File: src/sv/dar_pkg.sv
// ---------------------------------------------------------------------------
// Daily alarm ringer package
// Shared word types, register indexes and constants for the alarm block.
// ---------------------------------------------------------------------------
package dar_pkg;

    // Time base.
    localparam int unsigned  TIME_W        = 48;
    localparam logic [31:0]  US_PER_SECOND = 32'd1000000;

    // Field widths.
    localparam int unsigned  HOUR_W        = 5;
    localparam int unsigned  MINUTE_W      = 6;
    localparam int unsigned  DAY_W         = 9;
    localparam int unsigned  MAX_RING_S_W  = 12;
    localparam int unsigned  INTERVAL_S_W  = 8;

    // Scaled thresholds in microseconds: 4095 s and 255 s fit these widths.
    localparam int unsigned  MAX_RING_US_W = 32;
    localparam int unsigned  INTERVAL_US_W = 28;

    // Saturation limits for the set time.
    localparam logic [HOUR_W-1:0]   HOUR_MAX   = 5'd23;
    localparam logic [MINUTE_W-1:0] MINUTE_MAX = 6'd59;

    // Day latch value that means no day has fired yet.
    localparam logic [DAY_W-1:0]    NO_DAY     = 9'd511;

    // Register reset values.
    localparam logic [HOUR_W-1:0]        RST_ALARM_HOUR   = 5'd7;
    localparam logic [MINUTE_W-1:0]      RST_ALARM_MINUTE = 6'd0;
    localparam logic                     RST_ALARM_EN     = 1'b0;
    localparam logic [MAX_RING_US_W-1:0] RST_MAX_RING_US  = 32'd300000000;
    localparam logic [INTERVAL_US_W-1:0] RST_INTERVAL_US  = 28'd5000000;

    // Configuration port.
    localparam int unsigned  CFG_IDX_W  = 3;
    localparam int unsigned  CFG_DATA_W = 12;

    localparam logic [CFG_IDX_W-1:0] CFG_ALARM_HOUR      = 3'd0;
    localparam logic [CFG_IDX_W-1:0] CFG_ALARM_MINUTE    = 3'd1;
    localparam logic [CFG_IDX_W-1:0] CFG_ALARM_ENABLED   = 3'd2;
    localparam logic [CFG_IDX_W-1:0] CFG_MAX_RING_SEC    = 3'd3;
    localparam logic [CFG_IDX_W-1:0] CFG_RING_INTERVAL   = 3'd4;

    // Input item kinds.
    localparam logic KIND_CHECK   = 1'b0;
    localparam logic KIND_DISMISS = 1'b1;

    // Input word.
    typedef struct packed {
        logic                kind;
        logic [TIME_W-1:0]   now_us;
        logic [HOUR_W-1:0]   local_hour;
        logic [MINUTE_W-1:0] local_minute;
        logic [DAY_W-1:0]    day_of_year;
    } t_in_word;

    // Result word.
    typedef struct packed {
        logic fired;
        logic ring_tick;
        logic dismissed;
        logic ringing;
    } t_out_word;

    // Active settings handed from the register file to the core.
    typedef struct packed {
        logic [HOUR_W-1:0]        alarm_hour;
        logic [MINUTE_W-1:0]      alarm_minute;
        logic                     alarm_enabled;
        logic [MAX_RING_US_W-1:0] max_ring_us;
        logic [INTERVAL_US_W-1:0] ring_interval_us;
    } t_cfg;

endpackage

File: src/sv/dar_cfg.sv
// ---------------------------------------------------------------------------
// Daily alarm register file
// Holds the alarm settings, saturates the set time and keeps both time
// limits pre-scaled to microseconds so the core only compares.
// ---------------------------------------------------------------------------
module dar_cfg (
    input  logic                            i_clk,
    input  logic                            i_rst_n,
    input  logic                            i_wr_en,
    input  logic [dar_pkg::CFG_IDX_W-1:0]   i_wr_index,
    input  logic [dar_pkg::CFG_DATA_W-1:0]  i_wr_data,
    output dar_pkg::t_cfg                   o_cfg
);

    dar_pkg::t_cfg r_cfg;
    dar_pkg::t_cfg n_cfg;

    logic [dar_pkg::HOUR_W-1:0]        wr_hour;
    logic [dar_pkg::MINUTE_W-1:0]      wr_minute;
    logic [dar_pkg::MAX_RING_US_W-1:0] wr_max_us;
    logic [dar_pkg::INTERVAL_US_W-1:0] wr_int_us;

    // Saturate the set time and scale seconds to microseconds.
    always_comb begin
        wr_hour   = i_wr_data[dar_pkg::HOUR_W-1:0];
        wr_minute = i_wr_data[dar_pkg::MINUTE_W-1:0];
        if (wr_hour > dar_pkg::HOUR_MAX) begin
            wr_hour = dar_pkg::HOUR_MAX;
        end
        if (wr_minute > dar_pkg::MINUTE_MAX) begin
            wr_minute = dar_pkg::MINUTE_MAX;
        end
        wr_max_us = dar_pkg::MAX_RING_US_W'(i_wr_data[dar_pkg::MAX_RING_S_W-1:0])
                  * dar_pkg::MAX_RING_US_W'(dar_pkg::US_PER_SECOND);
        wr_int_us = dar_pkg::INTERVAL_US_W'(i_wr_data[dar_pkg::INTERVAL_S_W-1:0])
                  * dar_pkg::INTERVAL_US_W'(dar_pkg::US_PER_SECOND);
    end

    // Register write decode; unknown indexes are dropped.
    always_comb begin
        n_cfg = r_cfg;
        if (i_wr_en) begin
            case (i_wr_index)
                dar_pkg::CFG_ALARM_HOUR:    n_cfg.alarm_hour       = wr_hour;
                dar_pkg::CFG_ALARM_MINUTE:  n_cfg.alarm_minute     = wr_minute;
                dar_pkg::CFG_ALARM_ENABLED: n_cfg.alarm_enabled    = i_wr_data[0];
                dar_pkg::CFG_MAX_RING_SEC:  n_cfg.max_ring_us      = wr_max_us;
                dar_pkg::CFG_RING_INTERVAL: n_cfg.ring_interval_us = wr_int_us;
                default: ;
            endcase
        end
    end

    always_ff @(posedge i_clk) begin
        if (!i_rst_n) begin
            r_cfg.alarm_hour       <= dar_pkg::RST_ALARM_HOUR;
            r_cfg.alarm_minute     <= dar_pkg::RST_ALARM_MINUTE;
            r_cfg.alarm_enabled    <= dar_pkg::RST_ALARM_EN;
            r_cfg.max_ring_us      <= dar_pkg::RST_MAX_RING_US;
            r_cfg.ring_interval_us <= dar_pkg::RST_INTERVAL_US;
        end else begin
            r_cfg <= n_cfg;
        end
    end

    assign o_cfg = r_cfg;

endmodule

File: src/sv/dar_core.sv
// ---------------------------------------------------------------------------
// Daily alarm core
// Evaluates one registered word per cycle, while the output register is free
// or drained, against the ringing state and loads the result word into it.
// ---------------------------------------------------------------------------
module dar_core (
    input  logic               i_clk,
    input  logic               i_rst_n,
    input  dar_pkg::t_cfg      i_cfg,
    input  logic               i_valid,
    input  dar_pkg::t_in_word  i_word,
    output logic               o_ready,
    output logic               o_out_valid,
    input  logic               i_out_ready,
    output dar_pkg::t_out_word o_out_data
);

    logic                          r_firing;
    logic [dar_pkg::TIME_W-1:0]    r_start_us;
    logic [dar_pkg::TIME_W-1:0]    r_last_us;
    logic [dar_pkg::DAY_W-1:0]     r_last_day;
    logic                          r_out_valid;
    dar_pkg::t_out_word            r_out;

    logic                          n_firing;
    logic [dar_pkg::TIME_W-1:0]    n_start_us;
    logic [dar_pkg::TIME_W-1:0]    n_last_us;
    logic [dar_pkg::DAY_W-1:0]     n_last_day;
    dar_pkg::t_out_word            n_out;

    logic                          advance;
    logic [dar_pkg::TIME_W-1:0]    since_start;
    logic [dar_pkg::TIME_W-1:0]    since_last;
    logic                          timed_out;
    logic                          tick_due;
    logic                          time_match;

    // The core moves whenever the output register is free or being drained.
    assign o_ready = !r_out_valid || i_out_ready;
    assign advance = i_valid && o_ready;

    // Elapsed times wrap modulo 2^48; limits are already in microseconds.
    assign since_start = i_word.now_us - r_start_us;
    assign since_last  = i_word.now_us - r_last_us;
    assign timed_out   = since_start >= dar_pkg::TIME_W'(i_cfg.max_ring_us);
    assign tick_due    = since_last  >= dar_pkg::TIME_W'(i_cfg.ring_interval_us);
    assign time_match  = i_cfg.alarm_enabled
                      && (i_word.local_hour   == i_cfg.alarm_hour)
                      && (i_word.local_minute == i_cfg.alarm_minute)
                      && (i_word.day_of_year  != r_last_day);

    // Next ringing state and result word.
    always_comb begin
        n_firing   = r_firing;
        n_start_us = r_start_us;
        n_last_us  = r_last_us;
        n_last_day = r_last_day;
        n_out      = '0;
        if (i_word.kind == dar_pkg::KIND_DISMISS) begin
            if (r_firing) begin
                n_firing        = 1'b0;
                n_out.dismissed = 1'b1;
            end
        end else if (r_firing) begin
            if (timed_out) begin
                n_firing        = 1'b0;
                n_out.dismissed = 1'b1;
            end else if (tick_due) begin
                n_last_us       = i_word.now_us;
                n_out.ring_tick = 1'b1;
            end
        end else if (time_match) begin
            n_firing    = 1'b1;
            n_start_us  = i_word.now_us;
            n_last_us   = i_word.now_us;
            n_last_day  = i_word.day_of_year;
            n_out.fired = 1'b1;
        end
        n_out.ringing = n_firing;
    end

    // Ringing state.
    always_ff @(posedge i_clk) begin
        if (!i_rst_n) begin
            r_firing   <= 1'b0;
            r_start_us <= '0;
            r_last_us  <= '0;
            r_last_day <= dar_pkg::NO_DAY;
        end else if (advance) begin
            r_firing   <= n_firing;
            r_start_us <= n_start_us;
            r_last_us  <= n_last_us;
            r_last_day <= n_last_day;
        end
    end

    // Output register valid flag.
    always_ff @(posedge i_clk) begin
        if (!i_rst_n) begin
            r_out_valid <= 1'b0;
        end else if (o_ready) begin
            r_out_valid <= advance;
        end
    end

    // Output register payload.
    always_ff @(posedge i_clk) begin
        if (advance) begin
            r_out <= n_out;
        end
    end

    assign o_out_valid = r_out_valid;
    assign o_out_data  = r_out;

    // A result never both starts and stops the ringing or ticks on a start.
    a_one_event: assert property (@(posedge i_clk) disable iff (!i_rst_n)
        r_out_valid |-> $countones({r_out.fired, r_out.ring_tick, r_out.dismissed}) <= 1)
        else $error("more than one event flag in a result word");

    // The reported status agrees with the stored ringing state.
    a_status: assert property (@(posedge i_clk) disable iff (!i_rst_n)
        (r_out_valid && $past(advance)) |-> (r_out.ringing == r_firing))
        else $error("ringing status differs from the ringing state");

    // Firing latches the day of the triggering word.
    a_day_latch: assert property (@(posedge i_clk) disable iff (!i_rst_n)
        (advance && n_out.fired) |=> (r_firing && r_last_day == $past(i_word.day_of_year)))
        else $error("fire did not latch the ringing state and day");

    // A ring tick or a dismiss only happens while ringing.
    a_event_needs_ring: assert property (@(posedge i_clk) disable iff (!i_rst_n)
        (advance && (n_out.ring_tick || n_out.dismissed)) |-> r_firing)
        else $error("tick or dismiss while not ringing");

endmodule

File: src/sv/daily_alarm_ringer.sv
// ---------------------------------------------------------------------------
// Daily alarm ringer
// Top level: input register, register file and evaluation core.
// ---------------------------------------------------------------------------
// Each accepted word gives exactly one result word. A word is taken into the
// input register, evaluated from there against the ringing state, and its
// result is loaded into the output register, and a new word can be accepted
// every cycle. The only thing that slows intake is a result register that
// the consumer leaves full. Time limits are scaled to microseconds when the
// registers are written, so configuration takes effect on the next word;
// write it only while no word is in flight.
module daily_alarm_ringer (
    input  logic                            i_clk,
    input  logic                            i_rst_n,
    input  logic                            i_in_valid,
    output logic                            o_in_ready,
    input  dar_pkg::t_in_word               i_in_data,
    output logic                            o_out_valid,
    input  logic                            i_out_ready,
    output dar_pkg::t_out_word              o_out_data,
    input  logic                            i_cfg_valid,
    output logic                            o_cfg_ready,
    input  logic [dar_pkg::CFG_IDX_W-1:0]   i_cfg_index,
    input  logic [dar_pkg::CFG_DATA_W-1:0]  i_cfg_data
);

    logic              r_in_valid;
    dar_pkg::t_in_word r_in;
    dar_pkg::t_cfg     cfg;
    logic              core_ready;

    // Registers accept a write every cycle.
    assign o_cfg_ready = 1'b1;

    dar_cfg u_cfg (
        .i_clk      (i_clk),
        .i_rst_n    (i_rst_n),
        .i_wr_en    (i_cfg_valid),
        .i_wr_index (i_cfg_index),
        .i_wr_data  (i_cfg_data),
        .o_cfg      (cfg)
    );

    // Input register: refilled whenever empty or drained into the core.
    assign o_in_ready = !r_in_valid || core_ready;

    always_ff @(posedge i_clk) begin
        if (!i_rst_n) begin
            r_in_valid <= 1'b0;
        end else if (o_in_ready) begin
            r_in_valid <= i_in_valid;
        end
    end

    always_ff @(posedge i_clk) begin
        if (o_in_ready && i_in_valid) begin
            r_in <= i_in_data;
        end
    end

    dar_core u_core (
        .i_clk       (i_clk),
        .i_rst_n     (i_rst_n),
        .i_cfg       (cfg),
        .i_valid     (r_in_valid),
        .i_word      (r_in),
        .o_ready     (core_ready),
        .o_out_valid (o_out_valid),
        .i_out_ready (i_out_ready),
        .o_out_data  (o_out_data)
    );

endmodule
File: config.mk
export PLATFORM = sky130hd
export DESIGN_NAME = daily_alarm_ringer
export DESIGN_NICKNAME = d
export VERILOG_FILES = /design/src/sv/dar_pkg.sv /design/src/sv/dar_cfg.sv /design/src/sv/dar_core.sv /design/src/sv/daily_alarm_ringer.sv
export SDC_FILE = /design/constraint.sdc
export NUM_CORES = 1
export LEC_CHECK = 0
export ABC_AREA = 1
export BUFFER_PORTS_ARGS = -buffer_cell sky130_fd_sc_hd__buf_2
export CAP_MARGIN = 20
export CORE_MARGIN = 2
export CORE_UTILIZATION = 30
export CTS_CLUSTER_SIZE = 14
export DETAILED_ROUTE_END_ITERATION = 12
export PLACE_DENSITY = 0.43
export SETUP_SLACK_MARGIN = 0.3
export SYNTH_ARGS = -nofsm -noshare
export SYNTH_HDL_FRONTEND = slang
export SYNTH_SLANG_ARGS = --single-unit
export TNS_END_PERCENT = 30
File: constraint.sdc
create_clock -name i_clk -period 9.65 [get_ports i_clk]
set_clock_uncertainty 0.1 [all_clocks]
set_input_delay 0 -clock i_clk [delete_from_list [all_inputs] [get_ports i_clk]]
set_output_delay 0 -clock i_clk [all_outputs]
set_load 0.01 [all_outputs]
==> results by group <==
Outcome
  – Status: finished, final reports clean

Global route
  – Largest net degree at the start of global routing: between 70 and 80
  – Remaining global-route overflow: 0
  – GRT Total Usage: 20.7%
  – Initial antenna violation count: 3
  – Global-route wire length before repair: 124000 microns
  – Vias in the first global route: around 21000

Route
  – Via density: 4.67
  – Via Count: ~21000
  – Routed len/inst: 17.8 microns
  – Top layer in use: met4
  – Pre-Repair DR Iteration Count: 5
  – DRT met1 WL: 40200 microns
  – Wire length on met3: 3400 microns
  – Total Wirelength: 81300 microns
  – ANT nets after route: 0
  – Met2 WL: approximately 36000 microns
  – DRC violations left: 0
  – Initial drt markers: about 1400

Place
  – Post-DP Area: 0.0242 sq mm
  – Gpl congestion: 0.941
  – Hpwl dp: 66300 microns
  – Number of port buffers: 94

Clock tree
  – Max Root-Sink Buffers: 3
  – Clock-pin slew on the worst setup and hold paths: 0.06 ns
  – Root buf cell: clkbuf_16
  – CTS buffer count: 34
  – Worst-Skew Late Latency: 0.56 ns
  – H-tree depth: 2
  – CTS tree: yes
  – Sink Count: 241

Synth
  – Mux share of post-synthesis cell area: 0%
  – Post-synthesis xor/xnor area fraction: 3.43%
  – Register area share after synthesis: 24.4%
  – Largest family of logic cells by synthesized area: simple AND/OR/NAND/NOR gates
  – Compound-gate portion of the synthesized area: a little under an eighth
  – Ys async rst share: 0%
  – Post-Syn Instances: between 3000 and 4000
  – Adder-Cell Fraction of Synth Area: between 10% and 20%
  – Post-synthesis instance area: 0.0228 sq mm
  – Mapped Nets: 3821
  – Register bit total from synthesis: between 200 and 250
  – Avg Synthesized Cell Area: 6.67 sq um
  – Post-synth cell types: between 50 and 60
  – Main synth FF type: dfxtp_1
  – Number of synthesized flops with an enable pin: 73
  – Simple-Gate Fraction of Synth Area: 27.6%
  – Yosys warning count: 0

Floorplan
  – Area of the die: roughly 0.078 sq mm
  – Core area: 0.0748 sq mm
  – Die height: 279 microns
  – Die Width: between 200 and 300 microns
  – Std cell rows: 100
  – Initial Util: 30.4%
  – Ports: 96

Finish
  – # fillers: 8293
  – Area growth syn-to-layout: 15.0%
  – Layout cells sized above 1: 6.71%
  – Multi-input logic area: 0.0141 sq mm
  – Final std cell area, no fill: between 0.02 and 0.03 sq mm
  – Final nets: 3992
  – Commonest non-fill, non-tap cell in the layout: nand2_1
  – Seq. cell area: 0.00556 sq mm
  – Most frequent cells in the layout: nand2_1 (891), inv_1 (713), ha_1 (268)

Pwr
  – Cell Pwr Density: around 140 mW/mm^2
  – Max VDD drop: around 0.000095 V
  – Tot Pwr: 3.71 mW
  – Pleak: between 10 and 15 nW

Worst hold path
  – Worst min-delay path category: in2reg
  – Hold_sp: i_in_data[8]
  – Hold depth: 2
  – Hold Path End: r_in[8]

Setup path
  – CP required: 10.03 ns
  – Crit-path max FO: 50
  – Reg2reg end: u_core.r_last_us[10]
  – Crit path largest cell delay: 0.89 ns
  – Crit. End Element: flop
  – Reg2Reg Depth: 30
  – Critical Path AT: around 6.4 ns
  – Startpoint types: flop
  – R2R Path Start: r_in[20]
  – Slowest CP cell: nand3_4
  – CP most frequent cell: nand2_1
  – Setup slack, reg-to-reg: 3.64 ns
  – WS Path Type: reg2reg

STA
  – Final Cycle Share: between 60 and 70%
  – Final hold violation count: 0
  – Clock period minus final worst setup slack: 6.01 ns
  – RSZ-0062 raised after global routing: false
  – # setup viols final: 0
  – Slew Viols, Final: 0
  – Setup TNS: 0 ns
  – Least-Margin Pin Slew: 1.02 ns
  – F_max: 166 MHz
  – Worst slew margin: 31.9%

Flow run
  – Max cap viols: 0
registers in the layout (all words and copies together) (netlist names):
name,count
u_core.r_firing,1
u_core.r_last_day,9
u_core.o_out_data,4
u_core.r_last_us,48
u_cfg.o_cfg,60
u_core.r_start_us,48
u_core.o_out_valid,1
r_in_valid,1
r_in,69
per-stage QoR:
step / cells / util [%] / hold slack, ns / setup slack (ns)
4_1_cts: 4575 / 34.9 / 0.0168 / 3.64
3_3_place_gp: 4425 / 32.3 / 0.0771 / 3.76
6_report: 4577 / 35.0 / 0.0509 / 3.64
3_5_place_dp: 4425 / 32.3 / 0.0781 / 3.66
5_1_grt: 4576 / 35.0 / 0.0410 / 3.11
2_1_floorplan: 3411 / - / -0.00113 / 5.34
layer usage:
metal / global-route usage (%) / vias to the layer above
li1: - / 11100
met5: 0 / -
met4: 5.65 / 0
met1: 29.2 / 9752
met2: 33.5 / 388
met3: 2.35 / 109
cell families (layout without fill, tap and decap cells):
family	after synthesis	in the layout
AOI/OAI and AO/OA	482	482
other	1	2
adders and majority gates	321	321
buffers and inverters	807	1003
DFF	241	241
and+or+nand+nor	1470	1470
xor gates and xnor gates	89	89
how the worst max path moves through the flow:
stage | slack (ns) | startpoint | to
final | 3.64 | r_in[20] | u_core.r_last_us[10]
after global routing | 3.11 | r_in[20] | u_core.r_last_us[18]
after CTS | 3.64 | r_in[20] | u_core.r_last_us[22]
after detailed placement | 3.66 | r_in[20] | u_core.r_last_us[20]
after global placement | 3.76 | r_in[20] | u_core.r_last_us[6]
after floorplan | 5.34 | i_cfg_data[3] | u_cfg.o_cfg[56]
layout make-up:
cell class	instances	area share, %
tap	969	4.63
sequential	241	21.2
antenna	1	0.00956
inverter	749	10.7
timing repair buffer	193	5.55
clock buffer	44	3.51
clock inverter	17	0.559
multi-input combinational	2363	53.8
cells in the mapped netlist (7+ instances only):
master      n  area, sq um
a21oi_1   250         1250
a31oi_1     7         43.8
clkbuf_1   34          128
dfxtp_1   168         3360
edfxtp_1   73         2190
fa_1       53         1060
ha_1      268         3350
inv_1     714         2680
inv_2      30          113
nand2_1   892         3350
nand2_2    10         62.6
nand2_4    18          203
nand3_1   127          636
nand4_1    96          601
nor2_1    259          972
nor2_2      7         43.8
nor3_1     21          105
nor4_1     11         68.8
o211ai_1   19          143
o21ai_0   157          786
o21bai_1   17          128
or2_2       7         43.8
xnor2_1    31          272
xor2_1     58          508
critical path, delay by kind of cell (launching register included):
family | cells | cell delay [ns]
adders and majority gates | 3 | 0.94
xor gates and xnor gates | 1 | 0.23
and+or+nand+nor | 18 | 2.97
DFF | 1 | 0.31
buffers and inverters | 5 | 0.90
AOI/OAI and AO/OA | 3 | 0.45
where the power goes:
| part | leakage [nW] | total (mW) | switching [mW] | internal, mW |
|---|---|---|---|---|
| sequential | 2.07 | 1.11 | 0.0312 | 1.08 |
| combinational | 10.7 | 1.37 | 0.865 | 0.509 |
| clock | 0.529 | 1.23 | 0.524 | 0.707 |
| total | 13.3 | 3.71 | 1.42 | 2.29 |
what timing repair did:
| item | in CTS | in global routing |
|---|---|---|
| resized for setup | 0 | 0 |
| hold buffers | 89 | 0 |
| endpoints found under the hold margin | 154 | 0 |
| setup buffers | 0 | 0 |
Power figures use the tool's default switching activity.
